**src/sv/sktab_pkg.sv**
```systemverilog
// Package for the sorted key table: sizes, codes and the types shared by the cell row.
package sktab_pkg;

    localparam int TABLE_DEPTH  = 16;
    localparam int KEY_CHARS    = 8;
    localparam int PAYLOAD_BITS = 64;

    localparam int KEY_BITS = 8 * KEY_CHARS;
    localparam int IDX_W    = $clog2(TABLE_DEPTH);
    localparam int CNT_W    = $clog2(TABLE_DEPTH + 1);
    // Width wide enough to compare a 4-bit position against the count.
    localparam int CMP_W    = (CNT_W > 4) ? CNT_W : 4;

    localparam logic [2:0] OP_INSERT = 3'd0;
    localparam logic [2:0] OP_FIND   = 3'd1;
    localparam logic [2:0] OP_DELETE = 3'd2;
    localparam logic [2:0] OP_UPDATE = 3'd3;
    localparam logic [2:0] OP_READ   = 3'd4;

    localparam logic [1:0] ST_OK        = 2'd0;
    localparam logic [1:0] ST_FULL      = 2'd1;
    localparam logic [1:0] ST_NOT_FOUND = 2'd2;
    localparam logic [1:0] ST_RANGE     = 2'd3;

    // Command broadcast to every cell during the execute cycle.
    typedef struct packed {
        logic                    do_ins;
        logic                    do_find;
        logic                    do_del;
        logic                    do_upd;
        logic                    do_read;
        logic [KEY_BITS-1:0]     key;
        logic [PAYLOAD_BITS-1:0] payload;
        logic [3:0]              pos;
        logic [CNT_W-1:0]        count;
    } sktab_cmd_t;

    // Chain and status flags that each cell passes on.
    typedef struct packed {
        logic sfx;     // every valid entry from this cell upward is greater than the key
        logic prior;   // an equal key was seen at or below this cell
        logic hit;     // this cell supplies the found or read entry
        logic wr_new;  // this cell takes the inserted entry
    } sktab_flags_t;

endpackage

```
**src/sv/sktab_cell.sv**
```systemverilog
// One entry of the sorted key table: holds a key and payload and shifts with its neighbors.
module sktab_cell
    import sktab_pkg::*;
(
    input  logic                    clk,
    input  logic [IDX_W-1:0]        idx,
    input  sktab_cmd_t              cmd,
    input  logic                    sfx_in,
    input  logic                    sfx_dn,
    input  logic                    prior_in,
    input  logic [KEY_BITS-1:0]     lo_key,
    input  logic [PAYLOAD_BITS-1:0] lo_payload,
    input  logic [KEY_BITS-1:0]     up_key,
    input  logic [PAYLOAD_BITS-1:0] up_payload,
    output logic [KEY_BITS-1:0]     cell_key,
    output logic [PAYLOAD_BITS-1:0] cell_payload,
    output sktab_flags_t            flags
);

    logic [KEY_BITS-1:0]     key_reg;
    logic [KEY_BITS-1:0]     key_next;
    logic [PAYLOAD_BITS-1:0] payload_reg;
    logic [PAYLOAD_BITS-1:0] payload_next;
    logic                    valid;
    logic                    eq;
    logic                    at_pos;
    logic                    from_pos;
    logic                    shift_up;

    assign valid    = CNT_W'(idx) < cmd.count;
    assign eq       = valid && (key_reg == cmd.key);
    assign at_pos   = CMP_W'(idx) == CMP_W'(cmd.pos);
    assign from_pos = CMP_W'(idx) >= CMP_W'(cmd.pos);

    assign flags.sfx    = sfx_in && (!valid || (key_reg > cmd.key));
    assign flags.prior  = prior_in || eq;
    assign flags.hit    = (cmd.do_find && eq && !prior_in) || (cmd.do_read && at_pos);
    // The insert slot is the lowest cell whose upper run is all greater.
    assign flags.wr_new = cmd.do_ins && flags.sfx && !sfx_dn;
    assign shift_up     = cmd.do_ins && flags.sfx && sfx_dn;

    always_comb
    begin
        key_next     = key_reg;
        payload_next = payload_reg;
        if (shift_up)
        begin
            key_next     = lo_key;
            payload_next = lo_payload;
        end
        else if (flags.wr_new || (cmd.do_upd && at_pos))
        begin
            key_next     = cmd.key;
            payload_next = cmd.payload;
        end
        else if (cmd.do_del && from_pos)
        begin
            key_next     = up_key;
            payload_next = up_payload;
        end
    end

    always_ff @(posedge clk)
    begin
        key_reg     <= key_next;
        payload_reg <= payload_next;
    end

    assign cell_key     = key_reg;
    assign cell_payload = payload_reg;

endmodule

```
**config.mk**
```make
export PLATFORM = sky130hd
export DESIGN_NAME = sktab_cell
export DESIGN_NICKNAME = d
export VERILOG_FILES = /design/src/sv/sktab_pkg.sv /design/src/sv/sktab_cell.sv
export SDC_FILE = /design/constraint.sdc
export NUM_CORES = 1
export LEC_CHECK = 0
export ABC_AREA = 1
export BUFFER_PORTS_ARGS = -buffer_cell sky130_fd_sc_hd__buf_2
export CAP_MARGIN = 25
export CORE_AREA = 2 2 209 211
export CTS_CLUSTER_SIZE = 28
export DETAILED_ROUTE_END_ITERATION = 10
export DIE_AREA = 0 0 211 213
export GPL_TIMING_DRIVEN = 0
export HOLD_SLACK_MARGIN = 0.05
export SYNTH_ARGS = -nofsm -noshare
export SYNTH_HDL_FRONTEND = slang
export SYNTH_SLANG_ARGS = --single-unit
```
**constraint.sdc**
```tcl
create_clock -name clk -period 24.7 [get_ports clk]
set_input_delay 3.705 -clock clk [delete_from_list [all_inputs] [get_ports clk]]
set_output_delay 3.705 -clock clk [all_outputs]
set_load 0.02 [all_outputs]
```
# Word level (Yosys, flattened, before mapping)
# Index checks and enable logic that the tools add are counted.
word_totals:
  regBits: 128
  output_inout_bits: 132
  inputBits: 406
  elab_cells: 31
op_classes:
  magnitude_cmp: 3
  n_mux: 6
  reduce_logical: 18
  n_eq_ne: 2
op_table:
  columns: ["op", "count"]
  rows:
  - ["2-to-1 mux 64 bit", 6]
  - ["== test 64 bit", 1]
  - ["greater-than comparator 64 bit", 1]
  - ["logical AND 1 bit", 10]
  - ["< comparator 4 x 5 -> 1 bit", 1]
  - ["== test 4 bit", 1]
  - [">= comparator 4 bit", 1]
  - ["logical OR 1 bit", 4]
  - ["zero test 1 bit", 3]
  - ["nonzero test 3 bit", 1]

# Depth between registers and ports, before layout
# Gate-level depths: netlist of the first run.
depth:
  ltp_word: 9
  depth_mapped: 22
  ltp_nobuf: 20

# Worst setup path after synthesis of the first run
# Ideal clock, no wire load.
synth_timing:
  path_type: "in2reg"
  startpoint: "input port cmd[88] in the netlist's numbering"
  endpoint: "register key_reg[0] (netlist: cell_key[0]) (enable)"
  required_time_ps: 23006
  cell_stages: 13
  path_slack_ps: 14200
  path_buffers: 2
  setup_time_ps: 1694
  arrival_time_ps: 8806
  cell_sequence: "inv_1 ha_1 nand2_1 nor2_1 nand2_1 nor2_1 nor3b_1 a21boi_1 and2_4 nand3_2 buf_2 buf_2 nand4_1"
synth_lines:
  columns: ["element", "line_no", "source"]
  rows:
  - ["start, declared", "sktab_cell.sv:7", "input sktab_cmd_t cmd,"]
  - ["end signal, assigned", "sktab_cell.sv:65", "key_reg <= key_next;"]
  - ["end, declared", "sktab_cell.sv:20", "logic [KEY_BITS-1:0] key_reg;"]

==> impl_metrics.json, run 1 <==
{
  "initial_core_util": 0.229,
  "worstPathRequired_ns": 21.00,
  "grtUsageTotal": 0.179,
  "synth_most_common_cell": "nand2_1",
  "synth_top_area_share": 0.394,
  "gp_congestion": 0.961,
  "drtIter0Drc": 763,
  "worstPathCellList": "buf_2, inv_1, ha_1, nand2_1, nor2_1, nand2_1, inv_2, nand3_1, nor2_1, nand2_1, nand2_1, inv_1, nand2_1, nand4_2, clkbuf_1, inv_1, buf_2",
  "cts_root_buf": "clkbuf_16",
  "post-place-ws_ns": 14.70,
  "worstHoldPathCells": 13,
  "die_w_um": 211,
  "synth.area.top_cells": "edfxtp_1 (39%), nand2_1 (18%), nand3_1 (14%), inv_1 (11%), ha_1 (9.1%)",
  "nNetsFinal": 2422,
  "grt_setup_unrepaired": "false",
  "critical_path_class": "input pin to output pin",
  "clkLatencyLatePin_ns": 0.45,
  "pwr-share-clk": 0.331,
  "post-dp-hpwl_um": 34000,
  "numClockSinks": 128,
  "synthArstFlopShare": 0,
  "combPwrFrac": 0.311,
  "path_max_fanout": 10,
  "start_kind": "input pin",
  "hp-start": "cell_key[48]",
  "syn_area_um2": 9770,
  "period_share": 0.401,
  "fin_ws_ns": 14.80,
  "fmax_mhz": 101,
  "via_count": 11000,
  "synthSimpleGateAreaFrac": 0.336,
  "grt_pass1_wl_um": 60300,
  "setup_tns_ns": 0,
  "ys.flop_type": "edfxtp_1",
  "path_clk_slew_ns": 0.07,
  "synth_xor_area_frac": 0,
  "synth_edf_count": 128,
  "swShare": 0.349,
  "synth_area_per_cell_um2": 7.08,
  "antenna_found_initial": 4,
  "slew_viol_final": 0,
  "die_y_um": 213,
  "drt-pass1-iter-count": 5,
  "synth_top_cell_by_area": "edfxtp_1",
  "io_pins": 538,
  "slew-limit-headroom": 0.590,
  "fin_util": 0.326,
  "path_delay_family": "simple AND/OR/NAND/NOR gates",
  "core_um2": 42700,
  "cts_tree": "yes",
  "rows": 76,
  "ctsResizeCount": 0,
  "finalClockSkew_ns": 0.0127,
  "slowest_delay_ns": 0.32,
  "synthMuxAreaShare": 0,
  "wire_per_inst_um": 16.6,
  "htree_levels": 4,
  "worstMarginPinSlew_ns": 0.615,
  "hold_class": "flip-flop to flip-flop",
  "p_total_uw": 830,
  "grt_pass1_vias": 10700,
  "postCtsSetupBuffers": 0,
  "vdd_ir_drop_max_mv": 0.0283,
  "rr_startpoint": "cell_key[15]",
  "arrival_ns": 6.20,
  "r2r_cells": 16,
  "switching_power_uw": 290,
  "wl_um": 41600,
  "regToRegSetupSlack_ns": 20.37,
  "hold_path_end": "cell_key[63]",
  "pwr_density_cell_nw_per_um2": 59.7,
  "r2r-end": "cell_payload[59]",
  "place_area_um2": 13300,
  "cap_violations": 0,
  "finalInstanceArea_um2": 13900,
  "setup_viol": 0,
  "syn-instance-count": 1379,
  "yosysUniqueCellTypes": 25,
  "hold_viol_final": 0,
  "synthTopCellsByCount": "nand2_1 (470), inv_1 (288), nand3_1 (265)",
  "die-area_um2": 44900,
  "ys_seq_area_frac": 0.394,
  "yosys.area_share.adder": 0.0910,
  "grt_max_degree": 18,
  "yosys_warnings": 0,
  "synth_top_family_by_area": "simple AND/OR/NAND/NOR gates",
  "end_kind": "output pin",
  "ys_seq_elements": 128,
  "min_period_ns": 9.90,
  "seq_power_share": 0.358,
  "status": "finished, final reports clean",
  "drive_gt1_frac": 0.325,
  "grt_overflow": 0,
  "leakage_uw": 0.00796,
  "detail-route-antenna-nets": 0,
  "hold_buffers": 0,
  "port_buffers": 537,
  "synth_compound_area_frac": 0.0242,
  "viasPerCell": 4.39,
  "crit_path_frequent_cell": "nand2_1",
  "drc": 0,
  "synthToLayoutAreaGrowth_pct": 42.4,
  "numCtsBuffers": 17,
  "critPathBufInv": 7,
  "cts_buffer_depth": 2,
  "crit_path_top_delay_cell": "clkbuf_1",
  "p_int_uw": 540,
  "syn-num-nets": 1856
}
[tightest hold or removal path, stage by stage, from the launching register on]
cell and delay [ns]:
edfxtp_1 0.35, ha_1 0.23, nand3_1 0.09, nor2_1 0.06, nand2_1 0.05, a21oi_1 0.04
nor2_1 0.08, nand2_1 0.11, nand4_2 0.18, nand2_1 0.09, buf_4 0.18, nand2_1 0.07
nand3_1 0.06, nand2_1 0.05
[per-layer routing]
layer  up-vias  GRT usage  wire (um)  share of wire
met2       527      0.304      19900           0.48
li1       5460          -          -              -
met5         -          0         41        0.00098
met3        68     0.0431       2980          0.072
met1      4941      0.216      17200           0.41
met4         6     0.0811       1420          0.034
[per-stage QoR]
stage,std cells,hold slack (ns)
floorplan,1379,1.55
global placement,2462,1.75
detailed placement,2472,1.76
CTS,2504,1.78
global route,2505,1.94
finish,2507,1.73
[cells in the final DEF (no fill, tap or decap), drive strengths merged]
cell and instances:
clkbuf 28, ha 71, buf 607, nor3 1, clkinvlp 2, and2b 1
clkinv 5, and2 1, inv 296, nor3b 2, bufinv 3, nand2 470
a21boi 2, a21oi 29, nand3 266, o21ai 9, o41ai 1, nor2 29
diode 3, edfxtp 128, a21o 3, nand4 4
[area by class of cell]
| type | instances | area [um^2] |
|---|---|---|
| plain buffers | 70 | 424 |
| clock inverters | 14 | 180 |
| repair buffers | 547 | 2840 |
| diodes | 3 | 7.51 |
| flip-flops and latches | 128 | 3840 |
| clock buffers | 18 | 429 |
| multi-input cells | 889 | 4400 |
| fillers | 4684 | 28800 |
| well taps | 546 | 683 |
| inverters | 292 | 1100 |
[how the worst max path moves through the flow]
stage	depth (start not counted)	slack (ns)	to	start
finish	17	14.80	flags[0]	cmd[136]
global route	17	14.49	flags[0]	cmd[120]
CTS	17	14.67	flags[0]	cmd[136]
detailed placement	17	14.70	flags[0]	cmd[136]
global placement	14	10.04	cell_payload[62]	cmd[80]
floorplan	13	14.20	cell_key[0]	cmd[88]
[state kept, by name, indices dropped and copies added, names as in the netlist]
name / cells
cell_key: 64
cell_payload: 64
[cell families (layout without fill, tap and decap cells)]
group                    count (synthesis)  count (layout)
buffers and inverters                  362             941
flip-flops                             128             128
other                                    0               3
AO/OA/AOI/OAI                           44              44
adder cells (fa/ha/maj)                 71              71
AND/OR/NAND/NOR                        774             774
[power groups by stage]
stage                     registers, uW  clock network, uW  logic, uW
after CTS                           298                283        260
after floorplan                     344                  0        106
after detailed placement            302                  0        260
final                               297                274        258
after global routing                300                290        286
after global placement              312                  0        248
Note: power is estimated with default switching activity, not from simulation.
==> run 2: changes to the inputs <==
--- a/config.mk
+++ b/config.mk
@@ -8,10 +8,10 @@
 export ABC_AREA = 1
 export BUFFER_PORTS_ARGS = -buffer_cell sky130_fd_sc_hd__buf_2
 export CAP_MARGIN = 25
-export CORE_AREA = 2 2 209 211
+export CORE_AREA = 2 2 211 213
 export CTS_CLUSTER_SIZE = 28
 export DETAILED_ROUTE_END_ITERATION = 10
-export DIE_AREA = 0 0 211 213
+export DIE_AREA = 0 0 213 215
 export GPL_TIMING_DRIVEN = 0
 export HOLD_SLACK_MARGIN = 0.05
 export SYNTH_ARGS = -nofsm -noshare
==> constraint.sdc (replaced) <==
create_clock -name clk -period 9.75 [get_ports clk]
set_input_delay 1.4625 -clock clk [delete_from_list [all_inputs] [get_ports clk]]
set_output_delay 1.4625 -clock clk [all_outputs]
set_load 0.02 [all_outputs]
==> impl_metrics.json, run 2 (synthesis gave the netlist of run 1 again) <==
{
  "crit_path_frequent_cell": "buf_8",
  "period_share": 0.575,
  "numClockSinks": 128,
  "met1_usage": 0.211,
  "critPathBufInv": 9,
  "worstPathCellList": "buf_2, inv_1, ha_1, nand2_1, nor2_1, nand2_1, nor2_1, nor3b_1, a21boi_1, and2_4, nand3_2, buf_2, buf_2, nand4_1, buf_8, buf_8, buf_6, buf_8, buf_8",
  "post-dp-hpwl_um": 33900,
  "grt_pass1_wl_um": 60700,
  "fmax_mhz": 178,
  "setup_viol": 0,
  "grt.busiest_layer": "met2",
  "grt_pass1_vias": 10600,
  "final_common_cell": "buf_2",
  "path_max_fanout": 16,
  "die-area_um2": 45800,
  "wire_per_inst_um": 16.3,
  "min_period_ns": 5.61,
  "hold_viol_final": 0,
  "cap_violations": 0,
  "pwr_density_cell_nw_per_um2": 149,
  "antenna_found_initial": 9,
  "grt_use_met2": 0.306,
  "grt_overflow": 0,
  "fin_util": 0.319,
  "end_kind": "flip-flop",
  "grt_setup_unrepaired": "false",
  "status": "finished, final reports clean",
  "post-place-ws_ns": 3.65,
  "fillCellCount": 4774,
  "drtIter0Drc": 607,
  "ctsResizeCount": 0,
  "die_y_um": 215,
  "synthToLayoutAreaGrowth_pct": 42.7,
  "slew_viol_final": 0,
  "multi_input_area_um2": 4400,
  "initial_core_util": 0.224,
  "seq_area_um2": 3840,
  "numCtsBuffers": 17,
  "fin_ws_ns": 4.14,
  "htree_levels": 4,
  "cts_buffer_depth": 2,
  "core_um2": 43600,
  "nNetsFinal": 2422,
  "finalClockSkew_ns": 0.00811,
  "worstMarginPinSlew_ns": 0.801,
  "path_clk_slew_ns": 0.06,
  "arrival_ns": 5.82,
  "vdd_ir_drop_max_mv": 0.0893,
  "drt-pass1-iter-count": 6,
  "setup_tns_ns": 0,
  "via_count": 11000,
  "hold_class": "input pin to flip-flop",
  "io_pins": 538,
  "grt_max_degree": 17,
  "die_w_um": 213,
  "slowest_delay_ns": 0.66,
  "worstPathRequired_ns": 9.96,
  "path_delay_family": "simple AND/OR/NAND/NOR gates",
  "viasPerCell": 4.30,
  "hold_buffers": 0,
  "cts_tree": "yes",
  "cts_root_buf": "clkbuf_16",
  "gp_congestion": 0.981,
  "crit_path_top_delay_cell": "nand4_1",
  "wl_um": 41800,
  "critical_path_class": "input pin to flip-flop",
  "start_kind": "input pin",
  "leakage_uw": 0.00795,
  "slew-limit-headroom": 0.464,
  "detail-route-antenna-nets": 0,
  "final_cell_mix": "buf_2 (570), nand2_1 (470), inv_1 (288)",
  "port_buffers": 537,
  "grtUsageTotal": 0.178,
  "met3_usage": 0.0511,
  "clkLatencyLatePin_ns": 0.45,
  "rows": 77,
  "drc": 0,
  "drive_gt1_frac": 0.324,
  "postCtsSetupBuffers": 0
}
run 2: power breakdown:
| group | total, uW | internal (uW) | switching [uW] | leakage (uW) |
|---|---|---|---|---|
| registers | 753 | 719 | 34.5 | 0.00122 |
| clock network | 672 | 399 | 273 | 0.000281 |
| logic | 652 | 243 | 409 | 0.00645 |
| total | 2080 | 1360 | 717 | 0.00795 |
run 2: path summary, 6_finish.rpt:
check                      start          endpoint  slack (ns)  depth (start not counted)
setup / recovery         cmd[88]       cell_key[2]        4.14                         19
hold / removal    lo_payload[44]  cell_payload[44]        1.28                          3
setup reg to reg     cell_key[7]       cell_key[2]        4.87                         17
hold reg to reg     cell_key[48]      cell_key[63]        1.76                         13
run 2: worst reg2reg max path, delay by kind of cell, from the launching register on:
kind            cells  cell delay [ns]
compound gates      1             0.16
fa+ha+maj           1             0.31
flops               1             0.40
simple gates        8             2.05
buf+inv             7             1.68
run 2: cell type report:
class | instances | area share
Inverter | 292 | 0.0786
Timing Repair Buffer | 547 | 0.203
Sequential cell | 128 | 0.276
Antenna cell | 7 | 0.00126
Multi-Input combinational cell | 889 | 0.316
Clock buffer | 20 | 0.0313
Buffer | 70 | 0.0304
Tap cell | 592 | 0.0531
Clock inverter | 12 | 0.0102
run 2: per-stage QoR:
| step | total power, uW | instance area, um^2 | hold WS, ns | std cells |
|---|---|---|---|---|
| final | 2080 | 13900 | 1.28 | 2557 |
| after global routing | 2190 | 13900 | 1.25 | 2551 |
| after CTS | 2100 | 13900 | 1.24 | 2550 |
| after detailed placement | 1420 | 13300 | 1.74 | 2518 |
| after global placement | 1420 | 13200 | 1.74 | 2508 |
| after floorplan | 1140 | 9770 | 1.55 | 1379 |
run 2: layer usage:
metal,up-vias,part of all wire
li1,5468,-
met1,4984,0.41
met2,482,0.48
met3,62,0.081
met4,8,0.024
met5,-,0.0014
==> run 3: changes to the inputs <==
--- a/config.mk
+++ b/config.mk
@@ -5,13 +5,13 @@
 export SDC_FILE = /design/constraint.sdc
 export NUM_CORES = 1
 export LEC_CHECK = 0
-export ABC_AREA = 1
+export ABC_AREA = 0
 export BUFFER_PORTS_ARGS = -buffer_cell sky130_fd_sc_hd__buf_2
 export CAP_MARGIN = 25
-export CORE_AREA = 2 2 211 213
+export CORE_AREA = 2 2 207 209
 export CTS_CLUSTER_SIZE = 28
 export DETAILED_ROUTE_END_ITERATION = 10
-export DIE_AREA = 0 0 213 215
+export DIE_AREA = 0 0 209 211
 export GPL_TIMING_DRIVEN = 0
 export HOLD_SLACK_MARGIN = 0.05
 export SYNTH_ARGS = -nofsm -noshare
==> constraint.sdc (replaced) <==
create_clock -name clk -period 5.7 [get_ports clk]
set_input_delay 0.855 -clock clk [delete_from_list [all_inputs] [get_ports clk]]
set_output_delay 0.855 -clock clk [all_outputs]
set_load 0.02 [all_outputs]
==> impl_metrics.json, run 3 <==
{
  "syn-instance-count": 1302,
  "synth_compound_area_frac": 0.134,
  "syn_area_um2": 11000,
  "ys_seq_elements": 128,
  "crit_start": "cmd[115]",
  "finalInstanceArea_um2": 15100,
  "numCtsBuffers": 17,
  "fin_util": 0.362,
  "cts_root_buf": "clkbuf_16",
  "end_kind": "output pin",
  "viasPerCell": 5.57,
  "clkLatencyLatePin_ns": 0.45,
  "r2r-end": "cell_payload[56]",
  "postCtsSetupBuffers": 0,
  "synth_edf_count": 128,
  "rr_startpoint": "cell_key[43]",
  "cap_violations": 0,
  "worstMarginPinSlew_ns": 1.01,
  "synth.area.top_cells": "edfxtp_1 (35%), a22o_1 (10%), nand4b_1 (10%), nand2_1 (9.3%), ha_1 (8.1%)",
  "initial_core_util": 0.264,
  "wire_per_inst_um": 23.1,
  "grtUsageTotal": 0.245,
  "synth_top_area_share": 0.349,
  "pwr_density_cell_nw_per_um2": 252,
  "synth_area_per_cell_um2": 8.47,
  "die-area_um2": 44100,
  "port_buffers": 536,
  "drc": 0,
  "setup.worst_path.end": "flags[0]",
  "fillCellCount": 4426,
  "path_clk_slew_ns": 0.07,
  "start_kind": "input pin",
  "status": "finished, final reports clean",
  "synth_top_cell_by_area": "edfxtp_1",
  "path_max_fanout": 10,
  "ctsResizeCount": 0,
  "cts_tree": "yes",
  "critical_path_class": "input pin to output pin",
  "place_area_um2": 14500,
  "grt_pass1_wl_um": 82000,
  "synthSimpleGateAreaFrac": 0.351,
  "synth_top_family_by_area": "simple AND/OR/NAND/NOR gates",
  "via_count": 13500,
  "hold_class": "input pin to flip-flop",
  "fmax_mhz": 187,
  "grt_pass1_vias": 13300,
  "antenna_found_initial": 10,
  "drt-pass1-iter-count": 8,
  "setup_viol": 0,
  "synthTopCellsByCount": "nand2_1 (274), nand4_1 (141), nand3_1 (135)",
  "post-dp-hpwl_um": 43900,
  "die_w_um": 209,
  "io_pins": 538,
  "worstPathRequired_ns": 4.85,
  "synth_most_common_cell": "nand2_1",
  "hold_buffers": 0,
  "vdd_ir_drop_max_mv": 0.183,
  "synthToLayoutAreaGrowth_pct": 37.2,
  "grt_max_degree": 28,
  "detail-route-antenna-nets": 0,
  "gp_congestion": 0.952,
  "period_share": 0.936,
  "final_cell_mix": "buf_2 (575), nand2_1 (274), nand4_1 (141)",
  "finalClockSkew_ns": 0.0120,
  "nNetsFinal": 2343,
  "core_um2": 41800,
  "htree_levels": 4,
  "numClockSinks": 128,
  "regToRegSetupSlack_ns": 0.86,
  "synthArstFlopShare": 0,
  "grt_setup_unrepaired": "false",
  "yosys.area_share.adder": 0.0806,
  "wl_um": 56000,
  "synth_xor_area_frac": 0,
  "yosysUniqueCellTypes": 41,
  "drtIter0Drc": 1274,
  "r2r_cells": 14,
  "cts_buffer_depth": 2,
  "multi_input_area_um2": 6250,
  "grt_overflow": 0,
  "slew_viol_final": 0,
  "ys_seq_area_frac": 0.349,
  "hold_viol_final": 0,
  "syn-num-nets": 1779,
  "ys.flop_type": "edfxtp_1",
  "min_period_ns": 5.33,
  "arrival_ns": 4.48,
  "slew-limit-headroom": 0.321,
  "die_y_um": 211,
  "leakage_uw": 0.00710,
  "drive_gt1_frac": 0.335,
  "rows": 75,
  "final_common_cell": "buf_2",
  "synthMuxAreaShare": 0,
  "yosys_warnings": 0,
  "seq_area_um2": 3840
}
[run 3: cell types whose count changed after synthesis, moves of 4 or more]
cell,change
inv_1,-215
nand2_1,-196
nand4_1,+138
nand3_1,-130
a22o_1,+128
nand4b_1,+128
clkbuf_1,+72
nor2_1,-24
buf_2,+6
nand2b_1,+5
a21oi_1,-4
inv_2,-4
[run 3: layer usage]
metal	vias up	part of all wire	GRT usage
li1	6091	-	-
met3	97	0.096	0.0731
met2	793	0.47	0.406
met5	-	0.0013	0
met1	6503	0.41	0.306
met4	10	0.027	0.0778
[run 3: layout make-up]
type	count	share of cell area
Sequential cell	128	0.254
Multi-Input combinational cell	960	0.413
Buffer	141	0.0444
Timing Repair Buffer	545	0.188
Inverter	73	0.0181
Clock buffer	18	0.0284
Tap cell	539	0.0446
Antenna cell	5	0.000827
Clock inverter	13	0.00811
[run 3: per-stage QoR]
stage	total power [uW]	hold WS, ns	setup WS [ns]	std cells	TNS [ns]
after detailed placement	2710	1.20	0.212	2385	0
after floorplan	2080	1.09	1.23	1302	0
after global placement	2680	1.20	-0.695	2377	-86.57
after CTS	3820	0.719	0.282	2416	0
final	3810	0.747	0.366	2422	0
after global routing	3980	0.733	0.189	2419	0
[run 3: power by group]
group	switching, uW	leakage [uW]	internal [uW]	total, uW
Combinational	927	0.00561	514	1440
Clock	475	0.000264	633	1110
Sequential	58.0	0.00123	1210	1270
[run 3: logic make-up (layout without fill, tap and decap cells)]
| family | Yosys count | in the layout |
|---|---|---|
| adder cells (fa/ha/maj) | 71 | 71 |
| buffers and inverters | 214 | 790 |
| flip-flops | 128 | 128 |
| AND/OR/NAND/NOR | 703 | 703 |
| AO/OA/AOI/OAI | 186 | 186 |
| other | 0 | 5 |
[run 3: how the worst min path moves through the flow]
| stage | startpoint | to | cells past startpoint |
|---|---|---|---|
| after floorplan | cmd[73] | cell_key[0] | 2 |
| after global placement | lo_key[35] | cell_key[35] | 3 |
| after detailed placement | lo_payload[55] | cell_payload[55] | 3 |
| after CTS | lo_payload[20] | cell_payload[20] | 3 |
| after global routing | lo_key[26] | cell_key[26] | 3 |
| final | lo_key[39] | cell_key[39] | 3 |
[run 3: worst max-delay path, cell delays in order]
cell and delay, ns:
buf_2 0.12, inv_1 0.05, ha_1 0.32, nand4_1 0.14, nor4_1 0.85, a221oi_1 0.21
o22ai_1 0.38, a2111o_1 0.17, buf_4 0.25, buf_4 0.27, buf_2 0.26, nand2_1 0.20
nor2_1 0.21, buf_2 0.19
